$ cat src/hdl/dpfrc_pkg.sv
`default_nettype none
// ----------------------------------------------------------------------------
// dpfrc_pkg
// Shared types, sizes and op codes for the dedup packet FIFO with range count.
// ----------------------------------------------------------------------------
package dpfrc_pkg;

    // Number of cells in the packet chain.
    localparam int DEPTH      = 64;
    localparam int IDX_W      = (DEPTH > 1) ? $clog2(DEPTH) : 1;
    localparam int CNT_W      = $clog2(DEPTH + 1);
    localparam int GROUP_SIZE = 8;
    localparam int NUM_GROUPS = (DEPTH + GROUP_SIZE - 1) / GROUP_SIZE;
    localparam int GRP_W      = $clog2(GROUP_SIZE + 1);

    localparam int LIMIT_W    = 7;
    localparam int MATCH_W    = 7;

    typedef logic [1:0]  op_t;
    typedef logic [63:0] word_t;   // {source, destination, timestamp}

    localparam op_t OP_ADD = 2'd0;
    localparam op_t OP_FWD = 2'd1;
    localparam op_t OP_CNT = 2'd2;

    typedef struct packed {
        op_t         op;
        logic [15:0] source;
        logic [15:0] destination;
        logic [31:0] timestamp;
        logic [31:0] start_time;
        logic [31:0] end_time;
    } cmd_beat_t;

    typedef struct packed {
        logic               accepted;
        logic               packet_valid;
        logic [15:0]        out_source;
        logic [15:0]        out_destination;
        logic [31:0]        out_timestamp;
        logic [MATCH_W-1:0] match_count;
    } rsp_beat_t;

    // Per-cell control from the sequencer.
    typedef struct packed {
        logic valid;   // cell holds a live packet
        logic shift;   // take the younger neighbor's packet
        logic load;    // take the command's packet
    } cell_ctrl_t;

endpackage
`default_nettype wire

$ cat src/hdl/dpfrc_cell.sv
`default_nettype none
// ----------------------------------------------------------------------------
// dpfrc_cell
// One FIFO slot: holds a packet, shifts toward the head, flags a key match.
// ----------------------------------------------------------------------------
module dpfrc_cell
    import dpfrc_pkg::*;
(
    input  wire logic       clk,
    input  wire logic       rst_n,
    input  wire cell_ctrl_t ctrl,
    input  wire cmd_beat_t  key,
    input  wire word_t      younger,
    output      word_t      word,
    output      logic       hit
);

    word_t word_reg;
    word_t word_next;
    logic  hit_reg;
    logic  hit_next;

    always_comb
    begin
        if (ctrl.load)
        begin
            word_next = {key.source, key.destination, key.timestamp};
        end
        else if (ctrl.shift)
        begin
            word_next = younger;
        end
        else
        begin
            word_next = word_reg;
        end
    end

    // Exact triple match for add; destination and window match for count.
    always_comb
    begin
        if (key.op == OP_ADD)
        begin
            hit_next = ctrl.valid
                && (word_reg == {key.source, key.destination, key.timestamp});
        end
        else
        begin
            hit_next = ctrl.valid
                && (word_reg[47:32] == key.destination)
                && (word_reg[31:0] >= key.start_time)
                && (word_reg[31:0] <= key.end_time);
        end
    end

    always_ff @(posedge clk)
    begin
        word_reg <= word_next;
    end

    always_ff @(posedge clk or negedge rst_n)
    begin
        if (!rst_n)
        begin
            hit_reg <= 1'b0;
        end
        else
        begin
            hit_reg <= hit_next;
        end
    end

    assign word = word_reg;
    assign hit  = hit_reg;

endmodule
`default_nettype wire

$ cat config.mk
export PLATFORM = sky130hd
export DESIGN_NAME = dpfrc_cell
export DESIGN_NICKNAME = d
export VERILOG_FILES = /design/src/hdl/dpfrc_pkg.sv /design/src/hdl/dpfrc_cell.sv
export SDC_FILE = /design/constraint.sdc
export NUM_CORES = 1
export LEC_CHECK = 0
export ABC_CLOCK_PERIOD_IN_PS = 2300
export BUFFER_PORTS_ARGS = -buffer_cell sky130_fd_sc_hd__buf_2
export CAP_MARGIN = 20
export CORE_UTILIZATION = 25
export CTS_CLUSTER_DIAMETER = 60
export DETAILED_ROUTE_END_ITERATION = 12
export GPL_ROUTABILITY_DRIVEN = 0
export GPL_TIMING_DRIVEN = 0
export PLACE_DENSITY = 0.51
export SKIP_CTS_REPAIR_TIMING = 1
export SYNTH_ARGS = -nofsm -noshare
export SYNTH_HDL_FRONTEND = slang
export SYNTH_SLANG_ARGS = --single-unit
$ cat constraint.sdc
create_clock -name clk -period 2.3 [get_ports clk]
set_input_delay 0.23 -clock clk [delete_from_list [all_inputs] [get_ports clk]]
set_output_delay 0.23 -clock clk [all_outputs]
set_load 0.01 [all_outputs]
Word level (Yosys, flattened, before mapping)
Index checks and enable logic that the tools add are counted.
Storage, ports and cells
  bits of input ports: 199
  register bits: 65
Operators by class
  eq/ne operators: 2
  reductions and logical operators: 6
  muxes and demuxes: 3
  magnitude comparators: 2
Operator list (count)
  $mux 64: 2
  $eq 64x64->1: 1
  $ge 32x32->1: 1
  $le 32x32->1: 1
  $eq 16x16->1: 1
  $logic_and 1x1->1: 4
  $logic_not 2->1: 1
  $reduce_bool 2->1: 1
  $mux 1: 1

Longest topological paths before layout
Gate-level depths: netlist (run 1).
  depth in word-level cells: 5
  depth in mapped cells: 9
  depth with buffers taken out: 9

Least setup slack after synthesis (run 1)
OpenSTA, ideal clock, no wires.
  path kind: input -> register
  start point: input port ctrl[0] (netlist name)
  end point: register word_reg[0] (netlist: word[0]) (enable)
  required time: 1906 ps
  arrival: 1780 ps
  cell stages on the path: 3
  slack: 126 ps
  library setup time: 394 ps
  cell sequence: clkbuf_1 > clkbuf_1 > or2_2
On the way
  cells in the longest elaborated chain, start to end: 1
Ends and longest elaborated chain
  start: declaration: RTL line dpfrc_cell.sv:11  | input wire cell_ctrl_t ctrl,
  $reduce_bool 2->1 (no source line)
  end signal: assignment: RTL line dpfrc_cell.sv:58  | word_reg <= word_next;
  end: declaration: RTL line dpfrc_cell.sv:18  | word_t word_reg;
No other way between the ends.
A chain may end at the register's enable or synchronous reset.

Final worst setup path (run 1)
  start point: register word_reg[5] (netlist: word[5])
  end point: register hit_reg (netlist: hit)
On the way
  cells in the longest elaborated chain, start to end: 4
  elaborated cells on any way between the ends: 7
  those cells by class: 2 x order compare; 1 x eq/ne; 1 x mux; 3 x reduce/logical
Ends and longest elaborated chain
  $ge 32x32->1: RTL line dpfrc_cell.sv:51  | && (word_reg[31:0] >= key.start_time)
  $logic_and 1x1->1: RTL line dpfrc_cell.sv:51
  $logic_and 1x1->1: RTL line dpfrc_cell.sv:52  | && (word_reg[31:0] <= key.end_time);
  $mux 1 *: RTL line dpfrc_cell.sv:42  | if (key.op == OP_ADD)
  net hit_next: RTL line dpfrc_cell.sv:21  | logic hit_next;
  end signal: assignment: RTL line dpfrc_cell.sv:69  | hit_reg <= hit_next;
  end: declaration: RTL line dpfrc_cell.sv:20  | logic hit_reg;
Mark *: on every way through the listed nets, which the timed path passes. The rest lies on a longest branch.

==> impl_metrics.json, run 1 <==
{
  "required_ps": 2550,
  "ys_seq_area_share_pct": 38.8,
  "slew-limit-headroom_pct": 48.3,
  "wl_mm": 17.0,
  "cts_sinks": 65,
  "vias_per_cell": 4.33,
  "synth-async-reset-ratio_pct": 1.54,
  "postLayoutCoreUtil_pct": 36.6,
  "core_area_um2": 19600,
  "worstPathMaxFanout": 4,
  "ir_worst_vdd_mv": 0.349,
  "grt_pass1_vias": 4329,
  "hp-class": "primary input to register",
  "wl_per_cell_um": 16.8,
  "regArea_um2": 1950,
  "sw_frac_of_total_pct": 31.6,
  "hold_viol": 0,
  "hold_depth": 2,
  "rsz0062_at_grt": "true",
  "cts.path.max_buffers": 2,
  "h-tree-depth": 3,
  "syn_avg_cell_area_um2": 11.0,
  "ys.flop_type": "edfxtp_1",
  "cp-start-kind": "register",
  "grt_usage_pct": 16.5,
  "first_pass_iters": 4,
  "hpwl_mm": 14.3,
  "portBuffers": 262,
  "setup-tns-final_ps": -26.6,
  "largest_reg_flops": 64,
  "timing.final.crit_share_pct": 101,
  "root_buffer": "clkbuf_16",
  "area_growth_pct": 42.9,
  "row_count": 51,
  "grt_max_degree": 51,
  "syn_inst": 455,
  "worst_pin_slew_ps": 775,
  "remaining_drc_errors": 0,
  "grt_pass1_wl_mm": 24.3,
  "crit_family": "compound AO/OA/AOI/OAI gates",
  "rrSetupSlack_ps": -30,
  "synth.distinct_cells": 35,
  "synth_fp_nets": 718,
  "dieHeight_um": 144,
  "layout_common_cells": "262 x buf_2, 69 x inv_1, 64 x mux2_2, 64 x edfxtp_1, 60 x ha_1",
  "arrival_ps": 2580,
  "yosysWarnings": 0,
  "initial_core_util_pct": 25.6,
  "worstHoldEndpoint": "word[33]",
  "leakage_nw": 3.41,
  "antenna_found_initial": 3,
  "fillers": 2039,
  "cp-end-kind": "register",
  "finalSetupViolations": 1,
  "violations": "setup timing",
  "ant_nets": 0,
  "period_minus_slack_ps": 2330,
  "worstPathCellList": "ha_4, nand4_1, or4_4, a311oi_4, o21ai_0, o2bb2ai_2, a21oi_2",
  "cp.buffers_inverters": 0,
  "switchingPower_mw": 1.29,
  "setup_ws_ps": -26.6,
  "drv_slew": 0,
  "drtIter0Drc": 90,
  "intPower_mw": 2.78,
  "status": "complete, but fails checks",
  "max_freq_mhz": 430,
  "clk_latency_ps": 340,
  "layout.cells.most_common": "buf_2",
  "power_frac_seq_pct": 39.3,
  "reg2reg_from": "word[5]",
  "dieArea_um2": 20600,
  "drive_gt1_share_pct": 49.4,
  "worst_path_largest_cell_delay_ps": 570,
  "clk_pin_slew_worst_paths_ps": 60,
  "p_clk_share_pct": 31.8,
  "multiInputGateArea_um2": 2900,
  "synth-edff-count": 64,
  "path_class": "register to register",
  "worstHoldStart": "younger[33]",
  "cts_tree": "yes",
  "die_w_um": 144,
  "cts_buffers": 9,
  "slowest_stage": "or4_4",
  "comb_power_share_pct": 28.9,
  "p_per_area_nw_per_um2": 568,
  "vias": 4379,
  "skew_ps": 8.30,
  "syn_area_um2": 5010,
  "fin_nets": 1003,
  "overflow": 0,
  "io_pins": 264,
  "synth_seq_cells": 65,
  "r2r_end": "hit",
  "ff2ff_path_depth": 7,
  "maxCapViolations": 0
}
==> power groups by stage <==
stage          Combinational (mW)  Sequential (mW)  Clock [mW]
2_1_floorplan               0.551             1.66           0
3_3_place_gp                 1.12             1.63           0
3_5_place_dp                 1.13             1.63           0
4_1_cts                      1.14             1.60        1.35
5_1_grt                      1.33             1.62        1.39
6_report                     1.18             1.60        1.29
==> metal layers <==
layer	vias up	share of wire [%]	GRT usage [%]
li1	2230	-	-
met1	1958	45	20.6
met2	175	46	26.9
met3	14	7.5	5.20
met4	2	1.0	5.49
met5	-	0.10	0
==> cell usage after synthesis (2+ instances only) <==
master,n,area (um2)
a2111oi_0,2,17.5
a211oi_1,2,15.0
a21o_1,4,30.0
a21oi_1,22,110
a21oi_2,2,17.5
a221oi_1,2,17.5
and4_1,2,17.5
clkbuf_1,7,26.3
edfxtp_1,64,1920
ha_1,64,801
inv_1,69,259
mux2_2,64,721
nand2_1,15,56.3
nand3_1,11,55.1
nand4_1,18,113
nor2_1,8,30.0
nor2b_1,2,12.5
nor3_1,4,20.0
nor4_1,10,62.6
o21ai_0,9,45.0
o221ai_1,2,17.5
xnor2_1,38,333
xor2_1,22,193
==> layout make-up <==
type                            count  share of cell area, %
Timing Repair Buffer              274                   19.9
Inverter                           69                   3.62
Sequential cell                    65                   27.2
Antenna cell                        2                 0.0699
Clock inverter                      7                  0.664
Clock buffer                        9                   3.14
Multi-Input combinational cell    314                   40.4
Tap cell                          265                   4.63
Buffer                              7                  0.367
==> how the worst max path moves through the flow <==
stage | depth (start not counted) | endpoint | startpoint
after floorplan | 3 | word[0] | ctrl[0]
after detailed placement | 9 | hit | word[0]
final | 7 | hit | word[5]
after global placement | 3 | word[14] | ctrl[0]
after global routing | 8 | hit | word[15]
after CTS | 9 | hit | word[0]
==> kinds of logic (layout without fill, tap and decap cells) <==
logic type,count (synthesis),in the layout,synth area share (%)
buffers and inverters,76,366,5.69
and+or+nand+nor,74,74,7.84
DFF,65,65,38.8
adders and majority gates,64,64,16.0
muxes,64,64,14.4
xor gates and xnor gates,60,60,10.5
AOI/OAI and AO/OA,52,52,6.81
other,0,2,0
==> per-stage QoR <==
step | hold slack, ps | total power [mW] | cell area (um2) | setup WS [ps] | cells
2_1_floorplan | -65.6 | 2.21 | 5010 | 126 | 455
3_3_place_gp | 6.67 | 2.74 | 6660 | -1030 | 982
3_5_place_dp | 6.54 | 2.76 | 6690 | -277 | 983
4_1_cts | -369 | 4.09 | 6960 | -307 | 999
5_1_grt | 172 | 4.34 | 7160 | -135 | 1011
6_report | 190 | 4.07 | 7160 | -26.6 | 1012
No activity file was read; power rests on OpenSTA's default activity.
==> run 2: changes to the inputs <==
- CORE_ASPECT_RATIO: unset -> 1.25
- PLACE_DENSITY: 0.51 -> 0.49
- REMOVE_ABC_BUFFERS: unset -> 1
==> run 2 against run 1 <==
The run now ends clean. Clock skew is 1.4 ps lower. Worst setup slack improved by 47 ps. Global-route usage down 0.83 points. Hold slack improved by 2.4 ps. Largest power group unchanged. Highest routed layer is now met4.
==> impl_metrics.json, run 2 (synthesized netlist as in run 1, its figures left out) <==
{
  "cp-end-kind": "register",
  "hold_viol": 0,
  "arrival_ps": 2540,
  "drv_slew": 0,
  "overflow": 0,
  "layout.cells.most_common": "buf_2",
  "r2r_end": "hit",
  "grt_usage_pct": 15.7,
  "path_class": "register to register",
  "largest_reg_flops": 64,
  "grt_pass1_wl_mm": 23.8,
  "worst_path_largest_cell_delay_ps": 660,
  "cts_buffers": 9,
  "finalInstanceArea_um2": 7310,
  "maxCapViolations": 0,
  "row_count": 57,
  "h-tree-depth": 3,
  "fin_nets": 1010,
  "status": "completed",
  "dieArea_um2": 20600,
  "reg2reg_from": "word[15]",
  "portBuffers": 263,
  "antenna_found_initial": 1,
  "worstHoldEndpoint": "word[10]",
  "hp-class": "primary input to register",
  "slew-limit-headroom_pct": 51.3,
  "ff2ff_path_depth": 6,
  "clk_latency_ps": 340,
  "rsz0062_at_grt": "true",
  "clk_pin_slew_worst_paths_ps": 60,
  "p_per_area_nw_per_um2": 566,
  "rrSetupSlack_ps": 20,
  "core_area_um2": 19500,
  "remaining_drc_errors": 0,
  "setup-tns-final_ps": 0,
  "leakage_nw": 3.47,
  "grt_pass1_vias": 4467,
  "worstHoldStart": "younger[10]",
  "wl_per_cell_um": 16.0,
  "vias": 4411,
  "slowest_stage": "a221oi_1",
  "required_ps": 2560,
  "ir_worst_vdd_mv": 0.304,
  "skew_ps": 6.88,
  "worstPathCellList": "buf_4, a221oi_1, nand4_1, nor3_1, nand3_1, a21oi_2",
  "drive_gt1_share_pct": 51.0,
  "root_buffer": "clkbuf_16",
  "worst_pin_slew_ps": 730,
  "cp-start-kind": "register",
  "finalSetupViolations": 0,
  "dieHeight_um": 160,
  "wl_mm": 16.2,
  "total_power_mw": 4.14,
  "area_growth_pct": 45.9,
  "hold_depth": 2,
  "worstPathMaxFanout": 3,
  "cts_tree": "yes",
  "vias_per_cell": 4.34,
  "cts.path.max_buffers": 2,
  "grt_max_degree": 51,
  "hpwl_mm": 13.4,
  "max_freq_mhz": 439,
  "die_w_um": 129,
  "period_minus_slack_ps": 2280,
  "initial_core_util_pct": 25.7,
  "placed_cell_area_um2": 6700,
  "io_pins": 264,
  "ant_nets": 0,
  "postLayoutCoreUtil_pct": 37.4,
  "drtIter0Drc": 98,
  "timing.final.crit_share_pct": 99.1,
  "layout_common_cells": "262 x buf_2, 69 x inv_1, 64 x mux2_2, 64 x edfxtp_1, 57 x ha_1",
  "cts_sinks": 65,
  "first_pass_iters": 4
}
## run 2: cell types whose count changed in the layout (fill, tap and decap cells not counted), moves of 3 or more
| cell | change |
|---|---|
| ha_4 | +3 |
| buf_4 | +12 |
| clkbuf_1 | -6 |
| ha_1 | -3 |
## run 2: worst max-delay path, delay by kind of cell (launching register included)
| family | cells | cell delay [ps] |
|---|---|---|
| simple gates | 3 | 700 |
| compound gates | 2 | 810 |
| buf+inv | 1 | 190 |
| flops | 1 | 500 |
## run 2: power breakdown
part	leakage [nW]	switching, mW	total [mW]	internal (mW)
sequential	0.666	0.135	1.60	1.46
clock	0.137	0.515	1.34	0.822
combinational	2.67	0.572	1.20	0.633
## run 2: layer usage
layer	routed length [um]	track usage, %	vias up	share of wire [%]
met5	0	0	-	0
li1	-	-	2236	-
met3	1040	4.26	7	6.4
met2	8440	29.0	161	52
met1	6600	17.4	2007	41
met4	142	4.01	0	0.88
## run 2: stage by stage
stage	hold WS, ps	setup WS (ps)	instances
2_1_floorplan	-65.6	131	448
3_3_place_gp	7.54	-1150	976
3_5_place_dp	7.36	-348	978
4_1_cts	-355	-380	993
5_1_grt	172	-67.1	1016
6_report	192	20.2	1017
## run 2: final cells by class
cell class              count  area (um2)
inverters                  69         259
repair buffers            288        1550
clock buffers              10         229
diodes                      1        2.50
clock inverters             5        47.5
fillers                  2068       12200
flip-flops and latches     65        1950
well taps                 265         332
multi-input cells         314        2950
## run 2: worst max-delay path by stage
stage / start / end / cells after the start
floorplan: word[14] / hit / 8
global placement: ctrl[0] / word[55] / 2
detailed placement: word[19] / hit / 8
CTS: word[19] / hit / 8
global route: word[8] / hit / 8
finish: word[15] / hit / 6
