`src/hdl/dpfrc_pkg.sv`:
```
`default_nettype none
// ----------------------------------------------------------------------------
// dpfrc_pkg
// Shared types, sizes and op codes for the dedup packet FIFO with range count.
// ----------------------------------------------------------------------------
package dpfrc_pkg;

    // Number of cells in the packet chain.
    localparam int DEPTH      = 64;
    localparam int IDX_W      = (DEPTH > 1) ? $clog2(DEPTH) : 1;
    localparam int CNT_W      = $clog2(DEPTH + 1);
    localparam int GROUP_SIZE = 8;
    localparam int NUM_GROUPS = (DEPTH + GROUP_SIZE - 1) / GROUP_SIZE;
    localparam int GRP_W      = $clog2(GROUP_SIZE + 1);

    localparam int LIMIT_W    = 7;
    localparam int MATCH_W    = 7;

    typedef logic [1:0]  op_t;
    typedef logic [63:0] word_t;   // {source, destination, timestamp}

    localparam op_t OP_ADD = 2'd0;
    localparam op_t OP_FWD = 2'd1;
    localparam op_t OP_CNT = 2'd2;

    typedef struct packed {
        op_t         op;
        logic [15:0] source;
        logic [15:0] destination;
        logic [31:0] timestamp;
        logic [31:0] start_time;
        logic [31:0] end_time;
    } cmd_beat_t;

    typedef struct packed {
        logic               accepted;
        logic               packet_valid;
        logic [15:0]        out_source;
        logic [15:0]        out_destination;
        logic [31:0]        out_timestamp;
        logic [MATCH_W-1:0] match_count;
    } rsp_beat_t;

    // Per-cell control from the sequencer.
    typedef struct packed {
        logic valid;   // cell holds a live packet
        logic shift;   // take the younger neighbor's packet
        logic load;    // take the command's packet
    } cell_ctrl_t;

endpackage
`default_nettype wire

```
`src/hdl/dpfrc_count.sv`:
```
`default_nettype none
// ----------------------------------------------------------------------------
// dpfrc_count
// Two-level hit counter: registered group sums, then a final add.
// ----------------------------------------------------------------------------
module dpfrc_count
    import dpfrc_pkg::*;
(
    input  wire logic             clk,
    input  wire logic [DEPTH-1:0] hits,
    output      logic [CNT_W-1:0] total
);

    logic [NUM_GROUPS*GROUP_SIZE-1:0] hits_pad;
    logic [GRP_W-1:0]                 group_reg  [NUM_GROUPS];
    logic [GRP_W-1:0]                 group_next [NUM_GROUPS];

    always_comb
    begin
        hits_pad            = '0;
        hits_pad[DEPTH-1:0] = hits;
    end

    always_comb
    begin
        for (int g = 0; g < NUM_GROUPS; g++)
        begin
            group_next[g] = '0;
            for (int b = 0; b < GROUP_SIZE; b++)
            begin
                group_next[g] = group_next[g]
                    + GRP_W'(hits_pad[g*GROUP_SIZE + b]);
            end
        end
    end

    always_ff @(posedge clk)
    begin
        for (int g = 0; g < NUM_GROUPS; g++)
        begin
            group_reg[g] <= group_next[g];
        end
    end

    always_comb
    begin
        total = '0;
        for (int g = 0; g < NUM_GROUPS; g++)
        begin
            total = total + CNT_W'(group_reg[g]);
        end
    end

endmodule
`default_nettype wire

```
`config.mk`:
```
export PLATFORM = sky130hd
export DESIGN_NAME = dpfrc_count
export DESIGN_NICKNAME = d
export VERILOG_FILES = /design/src/hdl/dpfrc_pkg.sv /design/src/hdl/dpfrc_count.sv
export SDC_FILE = /design/constraint.sdc
export NUM_CORES = 1
export LEC_CHECK = 0
export ABC_AREA = 0
export BUFFER_PORTS_ARGS = -buffer_cell sky130_fd_sc_hd__buf_2
export CAP_MARGIN = 5
export CORE_UTILIZATION = 45
export DETAILED_ROUTE_END_ITERATION = 16
export PLACE_DENSITY = 0.75
export SKIP_LAST_GASP = 1
export SLEW_MARGIN = 10
export SYNTH_ARGS = -nofsm -noshare
export SYNTH_HDL_FRONTEND = slang
export SYNTH_SLANG_ARGS = --single-unit
```
`constraint.sdc`:
```
create_clock -name clk -period 6 [get_ports clk]
set_clock_uncertainty 0.05 [all_clocks]
set_input_delay 0.9 -clock clk [delete_from_list [all_inputs] [get_ports clk]]
set_output_delay 0.9 -clock clk [all_outputs]
set_load 0.1 [all_outputs]
```
After elaboration in Yosys (flattened, before gate mapping)
Memory sizes are Yosys's and may differ from the RTL's.
Index checks and enable logic that the tools add are counted.
W data, S select, Z words.

storage, ports and cells
  flip-flop bits (word level) = 0
  bits in writable memories = 32
  word-level logic and storage cells = 64
  memories kept = 1

cells by class
  $add $sub $neg = 63

memory list
  name       depth  width  rd ports  clocked after Yosys merged registers in  write ports  RTL line           source
  group_reg  8      4      8         0                                        8            dpfrc_count.sv:15  logic [GRP_W-1:0] group_reg [NUM_GROUPS];

operators by type and width
  cell           number
  $add A4 B1 Y4  32
  $add A3 B1 Y4  8
  $add A7 B4 Y7  4
  $add A2 B1 Y3  8
  $add A1 B1 Y2  8
  $add A6 B4 Y7  1
  $add A5 B4 Y6  1
  $add A4 B4 Y5  1

Longest topological paths before layout
Gate-level depths: netlist of the first run.

  depth in word-level cells = 7
  depth in mapped cells = 14

Worst setup path before layout of the first run
Ideal clock, no wire load.

  path type = flip-flop to output port
  from = memory group_reg[1][2] in the netlist's numbering
  to = output port total[4]
  arrival time = 4679 ps
  slack = 371 ps
  stages on the path, launching flop included = 13
  path buffers = 0
  path through = dfxtp_1 inv_1 fa_1 inv_1 fa_1 fa_1 inv_1 fa_1 inv_1 ha_1 inv_1 fa_1 xnor2_1

RTL lines
  element             RTL line           source
  start: declaration  dpfrc_count.sv:15
  end: declaration    dpfrc_count.sv:11  output logic [CNT_W-1:0] total

==> results of run 1 <==
-- critical path: stages, from the launching register on --
cell and delay [ns]:
dfxtp_1 0.30, inv_1 0.05, fa_1 0.53, inv_1 0.06
fa_1 0.50, fa_1 0.54, inv_1 0.06, fa_1 0.49
inv_1 0.07, ha_1 0.17, inv_1 0.05, fa_1 0.40
nor2b_1 0.12, o21ai_0 0.08, nand2b_1 0.07, buf_2 0.42
-- cells in the mapped netlist --
cell | count | share of area, %
nor2b_1 | 9 | 2.0
ha_1 | 31 | 14
o21ai_0 | 1 | 0.18
xnor2_1 | 4 | 1.2
a21oi_2 | 1 | 0.31
xor2_1 | 6 | 1.9
a21o_1 | 1 | 0.27
nand2b_1 | 1 | 0.22
a21oi_1 | 8 | 1.4
fa_1 | 55 | 39
dfxtp_1 | 32 | 23
inv_1 | 124 | 17
-- cell families (layout without fill, tap and decap cells) --
| group | after synthesis | after routing |
|---|---|---|
| AO/OA/AOI/OAI | 11 | 11 |
| AND/OR/NAND/NOR | 10 | 10 |
| flip-flops | 32 | 32 |
| XOR/XNOR | 10 | 10 |
| buffers and inverters | 124 | 203 |
| adder cells (fa/ha/maj) | 86 | 86 |
-- layout by cell type, fill, tap and decap left out --
cell and count:
a21o_1 1, a21oi_1 8, a21oi_2 1, buf_2 71
clkbuf_1 1, clkbuf_8 6, clkinvlp_4 1, dfxtp_1 32
fa_1 55, ha_1 31, inv_1 124, nand2b_1 1
nor2b_1 9, o21ai_0 1, xnor2_1 4, xor2_1 6
-- final timing paths --
| check | startpoint | endpoint |
|---|---|---|
| worst min-delay path | hits[26] | group_reg[0][12] |
| worst max-delay path | group_reg[1][2] | total[6] |
-- area by class of cell --
| class | count | area share (%) |
|---|---|---|
| flip-flops and latches | 32 | 19.13 |
| clock buffers | 7 | 2.578 |
| repair buffers | 71 | 10.61 |
| multi-input cells | 117 | 50.77 |
| clock inverters | 1 | 0.2241 |
| well taps | 75 | 2.802 |
| inverters | 124 | 13.90 |
-- stage by stage --
step / hold slack (ns) / cell area [um^2] / setup WS [ns]
2_1_floorplan: 0.9798 / 2806 / 0.3714
3_3_place_gp: 1.076 / 3256 / 1.219
3_5_place_dp: 1.074 / 3256 / 1.152
4_1_cts: 0.7804 / 3349 / 0.8426
5_1_grt: 0.7899 / 3349 / 0.6025
6_report: 0.7861 / 3349 / 0.8744
-- per-layer routing --
| layer | global-route usage (%) | wire, um |
|---|---|---|
| met2 | 29.24 | 2352 |
| met5 | 0 | 0 |
| met4 | 4.821 | 60 |
| met1 | 17.29 | 1583 |
| met3 | 3.483 | 207 |
==> impl_metrics.csv, run 1 <==
group,metric,value,unit
setup_path,worstPathRequired,5.05,ns
finish,area_delta_synth_final,19.35,%
global_routing,grt_overflow,0,
yosys,yosysWarnings,0,
drt,ant_nets,0,
finish,layout-drive-gt1-share,22.44,%
yosys,synth_area,2806,um^2
outcome,status,"completed",
global_routing,grt_pass1_vias,1987,
yosys,synth_cell_types,12,
global_routing,grt_max_degree,11,
placed_design,port-buffer-count,71,
finish,instances_no_fill,427,
die,core-area,5956,um^2
drt,wl_per_cell,9.843,um
yosys,ys_seq_elements,32,
drt,dr.pass1.iters,4,
clocking,cts_tree,"done",
yosys,synth_cells,273,
placed_design,gp_congestion,0.7720,
die,initial_utilization,47.12,%
timing,rsz0062_at_grt,"false",
yosys,avgSynthCellArea,10.28,um^2
finish,largest_reg_flops,32,
timing,worst_slew_pin_slew,0.4858,ns
global_routing,grt_usage,15.57,%
clocking,cts_setup_buffers,0,
yosys,ys_seq_area_share,22.83,%
drt,wl,4203,um
clocking,numClockSinks,32,
yosys,synth_fp_nets,424,
hold_path,hold_depth,2,
yosys,synthAdderAreaFrac,53.05,%
clocking,cts_hold_buf,0,
clocking,cts-resized-gates,0,
yosys,synth_xor_area_share,3.121,%
timing,hold_viol_final,0,
setup_path,crit_path_end_kind,"output pin",
finish,nFillCells,548,
die,ios,72,
setup_path,cp.arrival,4.18,ns
clocking,cts.htree.levels,2,
timing,fmax,195.1,MHz
clocking,path_clk_slew,0.07,ns
global_routing,antenna_found_initial,0,
clocking,root_buffer,"clkbuf_8",
die,die_w,80.97,um
setup_path,critical_path_class,"reg2out",
placed_design,placed_cells,419,
die,die_y,80.97,um
finish,final_util,56.24,%
timing,final-max-slew-violation-count,0,
finish,regArea,640.6,um^2
finish,nets,502,
hold_path,hold_path.class,"in2reg",
yosys,synth_compound_area_share,2.185,%
yosys,synthSimpleGateAreaFrac,2.229,%
flow_run,max_cap_violations,0,
drt,drt-initial-drc-count,13,
timing,fin_crit,5.126,ns
timing,setup_violations,0,
global_routing,grt_first_pass_wirelength,7700,um
die,std_cell_rows,28,
setup_path,cp-start-kind,"register",
drt,vias,1799,
clocking,clk_path_buf_depth,2,
yosys,synthMuxAreaShare,0,%
timing,fin_tns_setup,0,ns
finish,diodes,0,
setup_path,cp_max_fo,2,
drt,vias_per_cell,4.213,
die,dieArea,6556,um^2
placed_design,dp_hpwl,3937,um
clocking,cts_buffers,5,
finish,multi_input_area,1700,um^2
timing,period_share,85.43,%
timing,relSlewSlack,67.83,%
drt,drcViolationCount,0,
yosys,synth_top_family_by_area,"adder cells",
Power of run 1 is left out: the tool's default activity adds up to more than one toggle a clock period on the data nets, which glitch-free logic cannot reach.
==> run 2, diff against run 1 <==
- PLACE_DENSITY: 0.75 -> 0.7
==> impl_metrics.csv, run 2 (same netlist as run 1, synthesis figures left out) <==
group,metric,value,unit
outcome,status,"completed",
setup_path,worstPathRequired,5.05,ns
timing,period_share,85.95,%
placed_design,dp_hpwl,3677,um
timing,fin_tns_setup,0,ns
drt,wl_per_cell,9.098,um
timing,fmax,193.9,MHz
setup_path,crit_path_end_kind,"output pin",
finish,nets,502,
setup_path,cp-start-kind,"register",
global_routing,grt_overflow,0,
die,die_w,80.97,um
placed_design,gp_congestion,0.7291,
clocking,clk_path_buf_depth,2,
die,core-area,5956,um^2
clocking,cts_tree,"done",
drt,wl,3885,um
clocking,root_buffer,"clkbuf_8",
finish,nFillCells,535,
global_routing,grt_max_degree,13,
timing,relSlewSlack,67.79,%
drt,drcViolationCount,0,
flow_run,max_cap_violations,0,
drt,vias_per_cell,4.138,
setup_path,cp_max_fo,2,
clocking,cts.htree.levels,2,
finish,diodes,0,
drt,dr.pass1.iters,2,
die,std_cell_rows,28,
placed_design,port-buffer-count,71,
hold_path,hold_path.class,"in2reg",
timing,hold_viol_final,0,
setup_path,crit_end,"total[6]",
timing,final-max-slew-violation-count,0,
drt,ant_nets,0,
timing,worst_slew_pin_slew,0.4865,ns
setup_path,cp-startpoint,"group_reg[1][2]",
timing,setup_violations,0,
global_routing,grt_usage,13.55,%
clocking,cts-resized-gates,0,
timing,fin_crit,5.157,ns
clocking,cts_setup_buffers,0,
clocking,numClockSinks,32,
die,ios,72,
global_routing,antenna_found_initial,0,
setup_path,cp.arrival,4.21,ns
global_routing,grt_first_pass_wirelength,6693,um
drt,vias,1767,
finish,area_delta_synth_final,19.30,%
die,dieArea,6556,um^2
finish,largest_reg_flops,32,
finish,layout-drive-gt1-share,22.73,%
die,die_y,80.97,um
clocking,cts_buffers,5,
die,initial_utilization,47.12,%
finish,final_common_cell,"inv_1",
finish,layout_common_cells,"124 x inv_1, 71 x buf_2, 55 x fa_1",
timing,rsz0062_at_grt,"false",
clocking,path_clk_slew,0.07,ns
clocking,cts_hold_buf,0,
drt,drt-initial-drc-count,24,
global_routing,grt_pass1_vias,1752,
setup_path,critical_path_class,"reg2out",
[run 2: cell types whose count changed in the layout (fill, tap and decap cells not counted), sizes merged]
cell,before,now
clkinvlp,1,2
clkinv,0,1
clkbuf,7,5
[run 2: how the worst min path moves through the flow]
stage / startpoint / endpoint / slack (ns) / cells past startpoint
floorplan: hits[2] / group_reg[0][0] / 0.98 / 1
detailed placement: hits[2] / group_reg[0][0] / 1.08 / 2
global placement: hits[26] / group_reg[0][12] / 1.08 / 2
CTS: hits[18] / group_reg[0][8] / 0.79 / 2
finish: hits[18] / group_reg[0][8] / 0.79 / 2
global route: hits[2] / group_reg[0][0] / 0.79 / 2
[run 2: critical path, stage by stage, from the launching register on]
cell and delay, ns:
dfxtp_1 0.31, inv_1 0.05, fa_1 0.53, inv_1 0.06, fa_1 0.50, fa_1 0.55
inv_1 0.06, fa_1 0.48, inv_1 0.08, ha_1 0.18, inv_1 0.06, fa_1 0.40
nor2b_1 0.12, o21ai_0 0.09, nand2b_1 0.07, buf_2 0.42
[run 2: layer usage]
metal	up-vias	routed length, um	GRT usage (%)
met3	2	134	3.371
met5	-	0	0
li1	893	-	-
met4	0	29	3.214
met2	40	2080	24.54
met1	832	1640	16.03
[run 2: area by class of cell]
cell class,instances,area [um^2],share of cell area [%]
Clock inverter,3,23.77,0.7100
Multi-Input combinational cell,117,1700,50.78
Clock buffer,5,68.82,2.055
Tap cell,75,93.84,2.803
Sequential cell,32,640.6,19.13
Inverter,124,465.4,13.90
Timing Repair Buffer,71,355.3,10.61
[run 2: stage by stage]
step	hold WS, ns	utilization [%]	setup WS [ns]	area (um^2)	cells
floorplan	0.9798	-	0.3714	2806	273
global placement	1.076	54.66	1.217	3256	419
detailed placement	1.076	54.66	1.151	3256	419
CTS	0.7853	56.22	0.8153	3348	427
global route	0.7893	56.22	0.6628	3348	427
finish	0.7891	56.22	0.8428	3348	427
Power of run 2 is left out for the same reason.
==> run 3, diff against run 2 <==
- BUFFER_PORTS_ARGS: -buffer_cell sky130_fd_sc_hd__buf_2 -> default
- CORE_ASPECT_RATIO: default -> 0.6
- DONT_BUFFER_PORTS: default -> 1
- PLACE_DENSITY: 0.7 -> 0.6
- REMOVE_ABC_BUFFERS: default -> 1
==> impl_metrics.csv, run 3 (same netlist as run 1, synthesis figures left out) <==
group,metric,value,unit
finish,diodes,0,
die,die_w,104.0,um
timing,fin_tns_setup,0,ns
finish,final_util,52.62,%
placed_design,pre_cts_ws,1.108,ns
die,die_y,63.17,um
outcome,status,"completed",
drt,vias_per_cell,4.192,
clocking,cts_tree,"done",
setup_path,cp.arrival,4.22,ns
die,initial_utilization,48.55,%
clocking,cts_setup_buffers,0,
clocking,numClockSinks,32,
placed_design,dpl-instance-area,2944,um^2
setup_path,crit_path_end_kind,"output pin",
timing,hold_viol_final,0,
finish,stdcell_area,3042,um^2
drt,wl_per_cell,10.47,um
timing,rsz0062_at_grt,"false",
timing,final-max-slew-violation-count,0,
global_routing,grt_max_degree,12,
global_routing,grt_pass1_vias,1673,
placed_design,dp_hpwl,3480,um
setup_path,critical_path_class,"reg2out",
setup_path,cp-start-kind,"register",
drt,drt-initial-drc-count,28,
timing,worst_slew_pin_slew,0.9660,ns
timing,fin_ws,0.8317,ns
setup_path,worstPathRequired,5.05,ns
flow_run,max_cap_violations,0,
setup_path,cp_max_fo,2,
placed_design,gp_congestion,0.7730,
finish,final_common_cell,"inv_1",
die,dieArea,6567,um^2
clocking,cts_hold_buf,0,
finish,area_delta_synth_final,8.382,%
drt,vias,1526,
clocking,path_clk_slew,0.07,ns
clocking,cts-resized-gates,0,
finish,nets,434,
clocking,clk_path_buf_depth,2,
die,std_cell_rows,21,
finish,layout-drive-gt1-share,4.930,%
global_routing,grt_usage,13.63,%
global_routing,antenna_found_initial,0,
placed_design,port-buffer-count,0,
timing,fmax,193.5,MHz
hold_path,hold_path.class,"in2reg",
drt,dr.pass1.iters,4,
finish,largest_reg_flops,32,
drt,wl,3811,um
global_routing,grt_overflow,0,
timing,setup_violations,0,
die,core-area,5781,um^2
timing,relSlewSlack,35.53,%
global_routing,grt_first_pass_wirelength,6934,um
timing,fin_crit,5.168,ns
clocking,cts_buffers,5,
clocking,cts.htree.levels,2,
finish,layout_common_cells,"124 x inv_1, 55 x fa_1, 32 x dfxtp_1",
timing,period_share,86.14,%
drt,drcViolationCount,0,
clocking,root_buffer,"clkbuf_8",
die,ios,72,
drt,ant_nets,0,
## run 3: layout make-up
class	instances	area (um^2)
sequential	32	640.6
timing repair buffer	3	22.52
multi-input combinational	117	1715
inverter	124	465.4
clock inverter	2	15.01
tap	80	100.1
clock buffer	6	82.58
fill	536	2739
## run 3: worst max-delay path, cell delays in order, from the launching register on
cell and delay [ns]:
dfxtp_1 0.31, inv_1 0.05, fa_1 0.55, inv_1 0.06
fa_1 0.51, fa_1 0.56, inv_1 0.06, fa_1 0.53
inv_1 0.04, ha_1 0.20, inv_1 0.06, fa_1 0.41
inv_1 0.62
## run 3: layer usage
metal | share of wire (%) | global-route usage [%] | wire (um) | up-vias
met2 | 44 | 21.33 | 1665 | 40
met5 | 0 | 0 | 0 | -
met3 | 6.7 | 4.451 | 254 | 0
met4 | 0 | 2.679 | 0 | 0
met1 | 50 | 18.66 | 1891 | 730
li1 | - | - | - | 756
## run 3: metrics by stage
step / hold slack (ns) / std cells
after CTS: 0.6849 / 364
after floorplan: 0.9798 / 273
after global routing: 0.6738 / 364
after global placement: 0.9839 / 356
final: 0.6928 / 364
after detailed placement: 0.9840 / 356
## run 3: path summary, 6_finish.rpt
check,from,end,slack [ns],cells after the start
max,group_reg[1][2],total[3],0.83,12
min,hits[26],group_reg[0][12],0.69,1
Power of run 3 is left out for the same reason.
